[config.mk]
export PLATFORM = sky130hd
export DESIGN_NAME = dbsa_count_file
export DESIGN_NICKNAME = d
export VERILOG_FILES = /design/src/rtl/dbsa_pkg.sv /design/src/rtl/dbsa_count_file.sv
export SDC_FILE = /design/constraint.sdc
export NUM_CORES = 1
export LEC_CHECK = 0
export BUFFER_PORTS_ARGS = -buffer_cell sky130_fd_sc_hd__buf_2
export CELL_PAD_IN_SITES_DETAIL_PLACEMENT = 0
export CELL_PAD_IN_SITES_GLOBAL_PLACEMENT = 1
export CORE_ASPECT_RATIO = 0.7
export CORE_MARGIN = 2
export CORE_UTILIZATION = 40
export CTS_BUF_LIST = sky130_fd_sc_hd__clkbuf_16
export DETAILED_ROUTE_END_ITERATION = 8
export GPL_TIMING_DRIVEN = 0
export PLACE_DENSITY_LB_ADDON = 0.15
export RECOVER_POWER = 25
export SLEW_MARGIN = 20
export SYNTH_ARGS = -nofsm -noshare
export SYNTH_HDL_FRONTEND = slang
export SYNTH_SLANG_ARGS = --single-unit
[constraint.sdc]
create_clock -name i_clk -period 14.1 [get_ports i_clk]
set_input_delay 2.82 -clock i_clk [delete_from_list [all_inputs] [get_ports i_clk]]
set_output_delay 2.82 -clock i_clk [all_outputs]
set_load 0.1 [all_outputs]
[src/rtl/dbsa_pkg.sv]
`timescale 1ns / 1ps
`default_nettype none
// ----------------------------------------------------------------------------
// Divided bitmap slot allocator package
// Shared field widths, command and status codes, parameter defaults and the
// control structs between the sequencer and the free count file.
// ----------------------------------------------------------------------------
package dbsa_pkg;

    localparam int DEF_DIVISIONS      = 8;
    localparam int DEF_DIVISION_SLOTS = 1024;
    localparam int DEF_BATCH          = 16;

    localparam int WORD_BITS = 64;
    localparam int BIT_W     = 6;
    localparam int SLOT_W    = 14;
    localparam int CMD_W     = 2;
    localparam int STAT_W    = 2;

    localparam logic [CMD_W-1:0] CMD_ALLOC = 2'd0;
    localparam logic [CMD_W-1:0] CMD_BATCH = 2'd1;
    localparam logic [CMD_W-1:0] CMD_FREE  = 2'd2;

    localparam logic [STAT_W-1:0] ST_ALLOC = 2'd0;
    localparam logic [STAT_W-1:0] ST_NONE  = 2'd1;
    localparam logic [STAT_W-1:0] ST_FREED = 2'd2;
    localparam logic [STAT_W-1:0] ST_RANGE = 2'd3;

    typedef struct packed {
        logic inc;
        logic dec;
    } t_cnt_cmd;

    typedef struct packed {
        logic zero;
        logic full;
    } t_cnt_stat;

endpackage
`default_nettype wire

[src/rtl/dbsa_count_file.sv]
`timescale 1ns / 1ps
`default_nettype none
// ----------------------------------------------------------------------------
// Division free count file
// Per-division free counts with saturating increment and floored decrement.
// ----------------------------------------------------------------------------
module dbsa_count_file #(
    parameter int DIVISIONS      = 8,
    parameter int DIVISION_SLOTS = 1024,
    parameter int DW             = 3,
    parameter int CW             = 11
) (
    input  wire logic                i_clk,
    input  wire logic                i_rst_n,
    input  wire logic [DW-1:0]       i_idx,
    input  wire dbsa_pkg::t_cnt_cmd  i_cmd,
    output logic      [CW-1:0]       o_count,
    output dbsa_pkg::t_cnt_stat      o_stat
);
    import dbsa_pkg::*;

    localparam logic [CW-1:0] CAP_STD  = CW'(DIVISION_SLOTS);
    localparam logic [CW-1:0] CAP_LAST = CW'(DIVISION_SLOTS + WORD_BITS);
    localparam logic [DW-1:0] LAST_DIV = DW'(DIVISIONS - 1);

    logic [CW-1:0] r_cnt [DIVISIONS];
    logic [CW-1:0] cap;

    assign o_count     = r_cnt[i_idx];
    assign cap         = (i_idx == LAST_DIV) ? CAP_LAST : CAP_STD;
    assign o_stat.zero = (o_count == '0);
    assign o_stat.full = (o_count >= cap);

    always_ff @(posedge i_clk) begin
        if (!i_rst_n) begin
            for (int d = 0; d < DIVISIONS; d++) begin
                r_cnt[d] <= (d == DIVISIONS - 1) ? CAP_LAST : CAP_STD;
            end
        end else if (i_cmd.inc && !o_stat.full) begin
            r_cnt[i_idx] <= o_count + CW'(1);
        end else if (i_cmd.dec && !o_stat.zero) begin
            r_cnt[i_idx] <= o_count - CW'(1);
        end
    end

endmodule
`default_nettype wire

==> reports/results.tsv <==
stage	metric	value	unit
power	Pint	0.465	mW
global_routing	GRT overflow	0	
setup_path	critical-path cell list	clkbuf_1 > clkbuf_1 > clkbuf_1 > mux2_2 > a21oi_1 > o22ai_1 > inv_1 > ha_1 > inv_1 > nor2_1 > nand4bb_1 > a31oi_1 > buf_2	
timing	fmax	0.103	GHz
synth	flops & latches, synth	88	
route	total iterations of the first detailed-routing run	5	
flow_run	max cap viols	0	
setup_path	crit-path max cell delay	610	ps
global_routing	first-pass GRT wire length	18.0	mm
setup_path	crit path capture	o_stat[0]	
timing	min setup slack post-route	4390	ps
cells_and_area	max reg flops	88	
route	Wirelength per Cell	22.9	um
cells_and_area	Synth-to-Final Area Change	10.5	%
outcome	status	finished, final reports clean	
place	Place WS	5090	ps
synth	Post-synth EDFFs	88	
power	Comb pwr share	18.4	%
floorplan	row count	32	
place	DP HPWL	7.87	mm
synth	top cell type's share of synthesized area	58.7	%
timing	Final period util	68.9	%
synth	top-count cell post-synth	edfxtp_1	
cells_and_area	Largest regs	r_cnt (88)	
floorplan	die footprint	12100	um^2
setup_path	cell family with most CP delay	buffers and inverters	
synth	Synth area leader	edfxtp_1	
cts	clk slew on worst S/H paths	60	ps
floorplan	Die W	131	um
timing	RSZ-0062 raised after global routing	false	
min_path	Worst Hold Class	reg -> reg	
synth	top cells by count, synth	edfxtp_1, nor2_1, nand2_1, mux4_2, nand2b_1	
setup_path	Critical Path Stages	13	
setup_path	worst path required time	11280	ps
floorplan	io pins	20	
synth	prevailing post-synth register cell	edfxtp_1	
synth	Syn Area/Cell	13.3	um^2
route	total wire length	12.0	mm
cells_and_area	largest reg by FF count	r_cnt	
timing	worst slew pin tran	1160	ps
setup_path	Critical path buffers and inverters	6	
floorplan	core area	11000	um^2
synth	Post-Syn Instances	339	
timing	Rel. slew slack	22.8	%
power	sw frac	28.7	%
setup_path	critical path launch point	i_idx[2]	
cells_and_area	final std cells w/o fill	523	
power	leak pwr	1.80	nW
floorplan	Starting Density	40.9	%
cells_and_area	layout cells sized above 1	18.4	%
cts	Max Root-Sink Buffers	2	
route	Routed Antenna Nets	0	
global_routing	largest net degree at the start of global routing	14	
cts	latest clock arrival within the worst-skew pair	340	ps
cells_and_area	fin util	45.2	%
cells_and_area	nets@finish	384	
power	share of total power in the clock network	35.1	%
timing	max-slew violations	0	
power	Psw	0.187	mW
cts	hold buffer count at cts	0	
timing	Final Critical Period	9710	ps
setup_path	Worst Path Arrival	6890	ps
synth	async set-or-reset flop fraction in the synthesized netlist	0	%
setup_path	CP Capture Type	primary output	
route	drc violations	0	
power	Flop pwr share	46.5	%
place	Post-DP Area	4780	um^2
setup_path	RR Endpoint	r_cnt[7][10]$_SDFFCE_PN1P_	
timing	Fin Setup TNS	0	ps
cts	CTS Buf Count	9	
cts	CTS tree	built	
power	Pwr per Cell Area	131	nW/um^2
timing	Final Hold Fails	0	
place	DP Cell Count	508	
setup_path	R2R depth	16	
cts	clock root cell	clkbuf_16	
setup_path	most used cell, CP	clkbuf_1	
cells_and_area	# diodes	0	
timing	final setup vio count	0	
setup_path	Worst Setup Start Kind	primary input	
setup_path	Critical-path top delay cell	clkbuf_1	
power	Worst IR Drop VDD	72.2	uV
place	GP Congestion	0.778	
cts	H-tree depth	3	
cells_and_area	fin area	4980	um^2
setup_path	Setup CP Type	in -> out	
cts	setup bufs post-CTS	0	
setup_path	Critical Path Fanout Max	10	
timing	Setup Skew	5.11	ps
synth	Post-Syn Area	4500	um^2
cts	post-CTS sizing	0	
synth	post-synthesis sequential area ratio	58.7	%
synth	synth unique cells	46	
global_routing	gr usage total	21.3	%
route	vias	2838	
synth	warning count from the yosys run	0	
route	1st-iter DRT viols	295	
setup_path	FF-to-FF Start	r_cnt[7][1]$_SDFFCE_PN0P_	
place	buffers added on ports	16	
global_routing	vias in the first global route	2885	
setup_path	reg2reg setup slack	8600	ps
floorplan	die height	92.8	um
synth	Area contributors post-synth	edfxtp_1, mux4_2, nor2_1	
route	Vias/cell	5.43	
synth	syn_nets	357	
cts	clock sinks	88	
global_routing	initial antenna violation count	0	
-- power by group through the flow --
stage	Clock (mW)	Sequential (mW)	Combinational (mW)
after global placement	0	0.308	0.120
after detailed placement	0	0.309	0.121
final	0.229	0.303	0.120
after CTS	0.231	0.303	0.121
after floorplan	0	0.307	0.0915
after global routing	0.242	0.304	0.128
-- worst min-delay path: stages (launching register included) --
cell and delay (ps):
edfxtp_1 310, mux4_2 220, mux2i_1 160, o2bb2ai_2 200, xor2_2 140, nand2b_1 80
-- through the flow --
step                power (mW)  hold WS (ps)
detailed placement       0.430          1220
floorplan                0.399          1060
global placement         0.429          1210
finish                   0.652          1220
CTS                      0.655          1230
global route             0.674          1260
-- layout make-up --
cell class              count  area, um^2
flip-flops and latches     88        2640
repair buffers             16        76.3
fillers                  1016        6030
clock buffers               9         225
clock inverters             6        53.8
multi-input cells         222        1640
inverters                   9        33.8
plain buffers              20         111
well taps                 153         191
-- cell usage in the layout (no fill, tap or decap), types with 2 or more instances in the layout --
| cell | n |
|---|---|
| o21ai_0 | 5 |
| nor2b_1 | 3 |
| and2_1 | 2 |
| xnor2_1 | 2 |
| nor2_1 | 83 |
| clkbuf_1 | 15 |
| nand3_2 | 4 |
| nand2b_1 | 11 |
| a21o_1 | 3 |
| a21oi_1 | 9 |
| o22ai_1 | 2 |
| buf_2 | 15 |
| mux2i_1 | 2 |
| edfxtp_1 | 88 |
| mux4_2 | 18 |
| nor3_1 | 3 |
| a31oi_1 | 3 |
| or2_2 | 2 |
| nor4_4 | 2 |
| nand2_1 | 22 |
| inv_1 | 11 |
| nand3_1 | 6 |
| buf_1 | 2 |
| a221oi_1 | 4 |
| buf_6 | 3 |
| mux2_2 | 7 |
| ha_1 | 10 |
| xor2_1 | 5 |
| clkbuf_16 | 9 |
-- metal layers --
metal | up-vias | wire, um | track usage, % | part of all wire (%)
li1 | 1296 | - | - | -
met1 | 1461 | 5950 | 32.3 | 50
met2 | 65 | 5310 | 31.2 | 44
met3 | 16 | 540 | 4.39 | 4.5
met4 | 0 | 183 | 5.85 | 1.5
met5 | - | 0 | 0 | 0
-- kinds of logic (layout without fill, tap and decap cells) --
group	Yosys count	after routing	synth area share (%)
AND/OR/NAND/NOR	145	145	15.9
flip-flops	88	88	58.7
AO/OA/AOI/OAI	31	31	5.14
buffers and inverters	29	60	4.14
multiplexers	27	27	11.2
adder cells (fa/ha/maj)	11	11	3.22
XOR/XNOR	8	8	1.72
-- worst min-delay path by stage --
stage | from | end | cells after the start
3_5_place_dp | r_cnt[3][10]$_SDFFCE_PN1P_ | r_cnt[6][10]$_SDFFCE_PN1P_ | 5
6_report | r_cnt[3][10]$_SDFFCE_PN1P_ | r_cnt[4][10]$_SDFFCE_PN1P_ | 5
4_1_cts | r_cnt[3][10]$_SDFFCE_PN1P_ | r_cnt[6][10]$_SDFFCE_PN1P_ | 5
3_3_place_gp | r_cnt[7][10]$_SDFFCE_PN1P_ | r_cnt[1][10]$_SDFFCE_PN1P_ | 5
5_1_grt | r_cnt[3][10]$_SDFFCE_PN1P_ | r_cnt[0][10]$_SDFFCE_PN1P_ | 5
2_1_floorplan | r_cnt[4][10]$_SDFFCE_PN1P_ | r_cnt[6][10]$_SDFFCE_PN1P_ | 5
(Power assumes the default switching activity.)
