### src/rtl/dbsa_pkg.sv
`timescale 1ns / 1ps
`default_nettype none
// ----------------------------------------------------------------------------
// Divided bitmap slot allocator package
// Shared field widths, command and status codes, parameter defaults and the
// control structs between the sequencer and the free count file.
// ----------------------------------------------------------------------------
package dbsa_pkg;

    localparam int DEF_DIVISIONS      = 8;
    localparam int DEF_DIVISION_SLOTS = 1024;
    localparam int DEF_BATCH          = 16;

    localparam int WORD_BITS = 64;
    localparam int BIT_W     = 6;
    localparam int SLOT_W    = 14;
    localparam int CMD_W     = 2;
    localparam int STAT_W    = 2;

    localparam logic [CMD_W-1:0] CMD_ALLOC = 2'd0;
    localparam logic [CMD_W-1:0] CMD_BATCH = 2'd1;
    localparam logic [CMD_W-1:0] CMD_FREE  = 2'd2;

    localparam logic [STAT_W-1:0] ST_ALLOC = 2'd0;
    localparam logic [STAT_W-1:0] ST_NONE  = 2'd1;
    localparam logic [STAT_W-1:0] ST_FREED = 2'd2;
    localparam logic [STAT_W-1:0] ST_RANGE = 2'd3;

    typedef struct packed {
        logic inc;
        logic dec;
    } t_cnt_cmd;

    typedef struct packed {
        logic zero;
        logic full;
    } t_cnt_stat;

endpackage
`default_nettype wire

### src/rtl/dbsa_bit_scan.sv
`timescale 1ns / 1ps
`default_nettype none
// ----------------------------------------------------------------------------
// Lowest clear bit scan
// Six-step halving search for the lowest clear bit of a bitmap word.
// ----------------------------------------------------------------------------
module dbsa_bit_scan (
    input  wire logic [dbsa_pkg::WORD_BITS-1:0] i_word,
    output logic                                o_full,
    output logic      [dbsa_pkg::BIT_W-1:0]     o_bit
);
    import dbsa_pkg::*;

    always_comb begin
        logic [WORD_BITS-1:0] w;
        logic [WORD_BITS-1:0] lowmask;
        logic [BIT_W-1:0]     b;
        int                   half;
        w = i_word;
        b = '0;
        for (int k = BIT_W - 1; k >= 0; k--) begin
            half    = 1 << k;
            lowmask = (64'(1) << half) - 64'(1);
            if ((w & lowmask) == lowmask) begin
                b = b | BIT_W'(half);
                w = w >> half;
            end
        end
        o_bit  = b;
        o_full = &i_word;
    end

endmodule
`default_nettype wire

### config.mk
export PLATFORM = sky130hd
export DESIGN_NAME = dbsa_bit_scan
export DESIGN_NICKNAME = d
export VERILOG_FILES = /design/src/rtl/dbsa_pkg.sv /design/src/rtl/dbsa_bit_scan.sv
export SDC_FILE = /design/constraint.sdc
export NUM_CORES = 1
export LEC_CHECK = 0
export ABC_AREA = 1
export ABC_CLOCK_PERIOD_IN_PS = 2800
export BUFFER_PORTS_ARGS = -buffer_cell sky130_fd_sc_hd__buf_2
export CORE_UTILIZATION = 40
export DETAILED_ROUTE_END_ITERATION = 8
export GPL_TIMING_DRIVEN = 0
export PLACE_DENSITY = 0.75
export SLEW_MARGIN = 10
export SYNTH_ARGS = -nofsm -noshare
export SYNTH_HDL_FRONTEND = slang
export SYNTH_SLANG_ARGS = --single-unit
### constraint.sdc
create_clock -name vclk -period 2.8
set_clock_uncertainty 0.2 [all_clocks]
set_input_delay 0.14 -clock vclk [all_inputs]
set_output_delay 0.14 -clock vclk [all_outputs]
set_load 0.02 [all_outputs]
==> results.py, run 1 <==
metrics = {
    "power": {
        "p_total_mw": 0.183,
        "pwr-share-clk_pct": 0,
        "ir_drop_mv": 0.0681,
        "p_switching_mw": 0.0954,
        "combPwrFrac_pct": 100.0,
        "leakagePower_nw": 1.07,
        "p_sw_share_pct": 52.2,
        "p_int_mw": 0.0873,
        "powerDensity_nw_per_um2": 91.1,
        "seq_power_share_pct": 0,
    },
    "timing": {
        "final_max_slew_viol_count": 0,
        "fmax_ghz": 0.342,
        "relSlewSlack_pct": 67.9,
        "finalSetupViolations": 2,
        "fin_setup_tns_ps": -192,
        "setup_ws_ps": -123,
        "min_period_ps": 2920,
        "rsz0062_at_grt": "yes",
        "hold_viol_final": 0,
        "period_share_pct": 104,
        "whs_ps": 452,
        "tightestPinTransition_ps": 482,
    },
    "logic_synthesis": {
        "synth.avg_cell_area_um2": 5.33,
        "ys_types": 23,
        "yosys.area.top_type": "nand2_1",
        "ys_top_cells_by_area": "nand2_1 25%, nand3_1 11%, inv_1 8.2%",
        "synth_top_cell_area_share_pct": 25.1,
        "yosys_warnings": 0,
        "syn_area_um2": 1180,
        "syn_nets": 286,
        "netlist_instances": 222,
        "yosysSeqAreaShare_pct": 0,
    },
    "final_layout": {
        "seq_cells": 0,
        "fill_cells": 231,
        "fin_util_pct": 72.1,
        "nClkBuffers": 0,
        "final_nets": 371,
        "layout_common_cells": "54 x buf_2, 49 x nand2_1, 33 x nand2_2",
        "drive_above_1_share_pct": 56.4,
        "fin_area_um2": 2000,
        "regArea_um2": 0,
        "antenna_cells": 0,
        "layout_commonest_cell": "buf_2",
        "final_cell_count_no_fill": 336,
        "area_growth_syn_to_layout_pct": 69.3,
    },
    "min_path": {
        "hp-start": "i_word[63]",
        "min_path_type": "in -> out",
    },
    "placed_design": {
        "gp_congestion": 0.886,
        "dp_hpwl_um": 3040,
        "port_buffers": 71,
        "pre_cts_ws_ps": -38.0,
        "dp_cells": 324,
        "place_area_um2": 1580,
    },
    "routing": {
        "wire_per_inst_um": 12.4,
        "vias_per_cell": 5.10,
        "vias": 1714,
        "drt_first_pass_iters": 4,
        "drc": 0,
        "drtIter0Drc": 81,
        "ant_nets": 0,
        "wl_um": 4170,
    },
    "setup_path": {
        "crit_arrival_ps": 2580,
        "worstPathRequired_ps": 2460,
        "worst-path-max-fanout": 6,
        "crit_path_top_delay_cell": "nor2_8",
        "slowest_delay_ps": 190,
        "worstSetupStartpoint": "i_word[9]",
        "cp-start-kind": "input port",
        "end_kind": "primary output",
        "crit_type": "in -> out",
    },
    "grt": {
        "grt_use_total_pct": 23.0,
        "antenna_found_initial": 0,
        "overflow": 0,
        "grt_pass1_vias": 1526,
        "grt_pass1_wl_um": 6110,
        "grt_max_degree": 11,
    },
    "floorplan": {
        "rows": 19,
        "pin_count": 71,
        "initial_utilization_pct": 42.6,
        "die_y_um": 56.4,
        "dieArea_um2": 3180,
        "die_w_um": 56.4,
        "core_area_um2": 2780,
    },
    "clock_tree": {
        "cts-hold-fix-buffers": 0,
    },
    "run_status": {
        "violations": "setup timing",
        "outcome": "finished, violations left",
    },
    "job": {
        "drv_cap": 0,
    },
}
[worst max-delay path: cells and delay by family]
kind          cells  cell delay [ps]
buf+inv           3              460
simple gates     22             1980
[power groups by stage]
stage	Sequential [mW]	Combinational [mW]	Clock (mW)
final	0	0.183	0
after CTS	0	0.140	0
after global routing	0	0.199	0
after detailed placement	0	0.137	0
after floorplan	0	0.0723	0
after global placement	0	0.137	0
[final cells by class]
cell class | count | area [um^2] | area share (%)
multi-input cells | 190 | 1240 | 62.1
repair buffers | 83 | 577 | 28.8
well taps | 31 | 38.8 | 1.94
inverters | 29 | 109 | 5.43
plain buffers | 3 | 35.0 | 1.75
[final timing paths]
check | slack, ps | to | cells after the start
hold / removal | 450 | o_full | 4
setup / recovery | -120 | o_bit[0] | 25
[cell families (layout without fill, tap and decap cells)]
kind of cell	after synthesis	after routing	share of synthesized area [%]
AND/OR/NAND/NOR	171	171	78.1
AO/OA/AOI/OAI	19	19	10.1
buffers and inverters	32	115	11.7
[per-layer routing]
metal / global-route usage (%) / part of all wire [%] / vias up
li1: - / - / 885
met1: 30.4 / 42 / 751
met2: 42.5 / 50 / 70
met3: 1.61 / 6.2 / 8
met4: 1.39 / 1.8 / 0
met5: 0 / 0 / -
[synth_stat cells]
cell type / n
buf_8: 1
nand4_1: 4
inv_2: 3
nor4_1: 4
nand3_1: 27
nand2_2: 8
nor2_4: 8
nor2_1: 13
nand3_2: 7
or2_2: 1
nand2_8: 1
inv_1: 26
nor2_2: 11
o21ai_0: 9
nand2_1: 79
clkbuf_1: 1
nand3b_1: 1
nor3_1: 1
o21bai_1: 1
nor2_8: 1
o21a_1: 9
buf_6: 1
nand2_4: 5
[what timing repair did]
action,CTS,global route
resized for setup,5,78
gates cloned,1,1
pin swaps,1,43
setup buffers,1,9
setup endpoints to repair,1,3
Note: power is estimated with default switching activity, not from simulation.
==> inputs of run 2 (changes only) <==
Settings changed: CORE_UTILIZATION 40 to 46, PLACE_DENSITY 0.75 to 0.84.
==> run 2 against run 1 <==
The run still ends with setup timing left. Count of clock-buffer cells in the layout unchanged. Combinational power increased by 11%. Sequential share of layout area unchanged. Highest routed layer unchanged.
==> results.py, run 2 (synthesis results as in run 1) <==
metrics = {
    "timing": {
        "final_max_slew_viol_count": 0,
        "relSlewSlack_pct": 68.4,
        "rsz0062_at_grt": "yes",
        "setup_ws_ps": -164,
        "min_period_ps": 2960,
        "fmax_ghz": 0.337,
        "tightestPinTransition_ps": 474,
        "hold_viol_final": 0,
        "finalSetupViolations": 2,
        "period_share_pct": 106,
    },
    "grt": {
        "grt_pass1_wl_um": 5800,
        "grt_pass1_vias": 1472,
        "grt_use_total_pct": 27.2,
        "antenna_found_initial": 0,
        "overflow": 0,
        "grt_max_degree": 11,
    },
    "placed_design": {
        "dp_hpwl_um": 3000,
        "gp_congestion": 0.916,
        "dp_cells": 323,
        "port_buffers": 71,
        "pre_cts_ws_ps": -50.0,
    },
    "floorplan": {
        "rows": 18,
        "die_y_um": 52.7,
        "core_area_um2": 2450,
        "initial_utilization_pct": 48.2,
        "dieArea_um2": 2780,
        "pin_count": 71,
        "die_w_um": 52.7,
    },
    "final_layout": {
        "final_cell_count_no_fill": 336,
        "nClkBuffers": 0,
        "area_growth_syn_to_layout_pct": 77.1,
        "fill_cells": 162,
        "seq_cells": 0,
        "antenna_cells": 0,
        "regArea_um2": 0,
        "layout_commonest_cell": "buf_2",
        "drive_above_1_share_pct": 58.8,
        "layout_common_cells": "45 x buf_2, 43 x nand2_1, 37 x nand2_2",
        "final_nets": 372,
    },
    "setup_path": {
        "end_kind": "primary output",
        "crit_type": "in -> out",
        "crit_arrival_ps": 2620,
        "worst-path-max-fanout": 6,
        "worstPathRequired_ps": 2460,
        "cp-start-kind": "input port",
    },
    "routing": {
        "vias": 1875,
        "vias_per_cell": 5.58,
        "drt_first_pass_iters": 4,
        "wl_um": 4840,
        "drtIter0Drc": 67,
        "wire_per_inst_um": 14.4,
        "drc": 0,
        "ant_nets": 0,
    },
    "power": {
        "powerDensity_nw_per_um2": 96.6,
        "ir_drop_mv": 0.0883,
        "leakagePower_nw": 1.10,
    },
    "clock_tree": {
        "cts-hold-fix-buffers": 0,
    },
    "min_path": {
        "min_path_type": "in -> out",
    },
    "run_status": {
        "outcome": "finished, violations left",
        "violations": "setup timing",
    },
    "job": {
        "drv_cap": 0,
    },
}
run 2: cell count changes in the layout (fill, tap and decap cells not counted), moves of 2 or more:
cell / change
nand2_2: +4
nand3_1: -2
nand2_4: +2
buf_2: -9
buf_4: +3
buf_6: +8
nor2_2: -2
nand2_1: -6
run 2: what timing repair did:
item | CTS | global route
gates resized for setup | 10 | 94
gates cloned | 1 | 1
pin swaps | 4 | 56
endpoints found under the setup margin | 1 | 3
setup buffers | 1 | 10
run 2: path summary, 6_finish.rpt:
check / depth (start not counted) / start / end / slack (ps)
setup / recovery: 25 / i_word[31] / o_bit[0] / -160
hold / removal: 4 / i_word[60] / o_full / 470
run 2: worst max-delay path, stage by stage:
cell and delay (ps):
buf_6 70, nand2_2 60, nor2_4 140, nand2_2 80, nor2_4 220, buf_6 180, nand3_2 70, nand2_2 90
nor2_2 50, nand2_2 110, nor2_4 80, nand2_8 100, nand2_1 80, nand2_2 90, nand2_2 70, nor2_4 200
nand3_2 110, nand2_2 110, nor2_4 50, nand2_2 80, nand2_1 70, nand2_1 70, nor2_1 50, nor2_1 110
buf_4 160
run 2: power breakdown:
group	internal (mW)	switching [mW]	total [mW]
Sequential	0	0	0
Clock	0	0	0
Combinational	0.0970	0.106	0.203
Total	0.0970	0.106	0.203
run 2: layout make-up:
type	instances	area [um^2]	share of cell area, %
Inverter	29	109	5.19
Buffer	3	30.0	1.43
Timing Repair Buffer	84	629	30.0
Multi-Input combinational cell	190	1290	61.6
Tap cell	30	37.5	1.79
run 2: per-layer routing:
layer  wire (um)  vias to the layer above  track usage, %  share of wire [%]
met5           0                        -               0                  0
met4         155                        0            2.19                3.2
met3         401                       19           0.870                8.3
met2        2590                      118            54.4                 53
met1        1700                      856            32.3                 35
li1            -                      882               -                  -
run 2: through the flow:
stage               setup TNS [ps]  area (um^2)  hold WS (ps)  util [%]  total power, mW
finish                        -230         2100           467      85.4            0.203
global route                  -556         2100           484      85.4            0.217
CTS                          -6.45         1620           459      66.0            0.141
detailed placement           -50.0         1580           458      64.2            0.137
global placement             -5.75         1580           455      64.2            0.136
floorplan                        0         1180           238         -           0.0723
==> inputs of run 3 (changes only) <==
Settings changed: ABC_CLOCK_PERIOD_IN_PS 2800 to 3700, CORE_UTILIZATION 46 to 47, MAX_ROUTING_LAYER set to met4, PLACE_DENSITY 0.84 to 0.86.
Clock period 2.8 ns to 3.7 ns, I/O delays scaled along.
==> run 3 against run 2 <==
Wire length down 25%. Worst hold slack better by 81 ps. Non-clock buffer count fell by 13. Die area fell by 2.0%. Critical path depth decreased by 3. Combinational power shrank 48%. Sequential share of layout area unchanged. The run now ends clean.
==> results.py, run 3 (synthesis results as in run 1) <==
metrics = {
    "timing": {
        "rsz0062_at_grt": "no",
        "tightestPinTransition_ps": 435,
        "hold_viol_final": 0,
        "fin_setup_tns_ps": 0,
        "relSlewSlack_pct": 71.0,
        "final_max_slew_viol_count": 0,
        "period_share_pct": 80.4,
        "finalSetupViolations": 0,
        "min_period_ps": 2980,
        "fmax_ghz": 0.336,
    },
    "setup_path": {
        "end_kind": "primary output",
        "worstPathRequired_ps": 3310,
        "crit_type": "in -> out",
        "worst-path-max-fanout": 10,
        "worstSetupStartpoint": "i_word[24]",
        "crit_arrival_ps": 2590,
        "cp-start-kind": "input port",
    },
    "clock_tree": {
        "cts_resized": 0,
        "cts-hold-fix-buffers": 0,
        "cts_setup_buffers": 0,
    },
    "min_path": {
        "hp-start": "i_word[63]",
        "min_path_cells": 4,
        "min_path_type": "in -> out",
    },
    "final_layout": {
        "regArea_um2": 0,
        "final_nets": 359,
        "final_cell_count_no_fill": 321,
        "layout_common_cells": "79 x nand2_1, 71 x buf_2, 27 x nand3_1",
        "area_growth_syn_to_layout_pct": 33.0,
        "seq_cells": 0,
        "drive_above_1_share_pct": 40.3,
        "fill_cells": 229,
        "nClkBuffers": 0,
        "antenna_cells": 0,
        "layout_commonest_cell": "nand2_1",
    },
    "power": {
        "pwr-share-clk_pct": 0,
        "p_int_mw": 0.0469,
        "powerDensity_nw_per_um2": 67.6,
        "combPwrFrac_pct": 100.0,
        "leakagePower_nw": 0.910,
        "ir_drop_mv": 0.0440,
        "seq_power_share_pct": 0,
        "p_sw_share_pct": 55.9,
        "p_switching_mw": 0.0595,
    },
    "floorplan": {
        "die_y_um": 52.2,
        "dieArea_um2": 2720,
        "die_w_um": 52.2,
        "rows": 17,
        "pin_count": 71,
        "initial_utilization_pct": 51.5,
        "core_area_um2": 2300,
    },
    "routing": {
        "vias": 1619,
        "ant_nets": 0,
        "drc": 0,
        "drtIter0Drc": 41,
        "drt_first_pass_iters": 4,
        "wire_per_inst_um": 11.3,
        "vias_per_cell": 5.04,
        "wl_um": 3630,
    },
    "grt": {
        "grt_max_degree": 11,
        "grt_use_total_pct": 29.2,
        "grt_pass1_vias": 1430,
        "antenna_found_initial": 0,
        "grt_pass1_wl_um": 5930,
        "overflow": 0,
    },
    "placed_design": {
        "dp_cells": 321,
        "dp_hpwl_um": 3190,
        "gp_congestion": 0.931,
        "port_buffers": 71,
    },
    "job": {
        "drv_cap": 0,
    },
    "run_status": {
        "outcome": "completed",
    },
}
run 3: area by class of cell:
class	instances	area, um^2	area share [%]
Inverter	29	109	6.92
Tap cell	28	35.0	2.23
Buffer	3	30.0	1.91
Multi-Input combinational cell	190	1040	66.4
Timing Repair Buffer	71	355	22.6
run 3: final timing paths:
path / end / slack, ps
max: o_bit[0] / 720
min: o_full / 550
run 3: power by group through the flow:
stage	Combinational (mW)	Sequential (mW)	Clock, mW
2_1_floorplan	0.0547	0	0
3_3_place_gp	0.104	0	0
3_5_place_dp	0.105	0	0
4_1_cts	0.106	0	0
5_1_grt	0.119	0	0
6_report	0.106	0	0
run 3: layer usage:
layer  part of all wire, %  wire length (um)  global-route usage, %
met5                     0                 0                      -
met4                   1.2                44                   4.82
met3                   7.4               269                   1.45
met2                    47              1710                   53.6
met1                    44              1610                   35.6
run 3: metrics by stage:
stage / hold slack [ps] / utilization, % / power (mW) / worst slack (ps) / area (um^2)
global route: 556 / 68.5 / 0.119 / 432 / 1570
detailed placement: 547 / 68.5 / 0.105 / 770 / 1570
finish: 548 / 68.5 / 0.106 / 723 / 1570
global placement: 546 / 68.5 / 0.104 / 804 / 1570
CTS: 548 / 68.5 / 0.106 / 760 / 1570
floorplan: 328 / - / 0.0547 / 1050 / 1180
run 3: worst max-delay path, cell delays in order:
cell      delay (ps)
buf_2             90
nand2_1           50
nor2_1           170
nand2_1          120
nor2_4           190
buf_6            180
nand3_2           80
nand2_1           80
nor2_1            50
nand2_2          120
nor2_4            80
nand2_8           80
inv_2             70
o21ai_0          170
inv_1             70
nand3_1           80
nand2_1           70
nor2_2           170
nand2_2           80
o21bai_1         170
nor2_1            60
buf_2            150
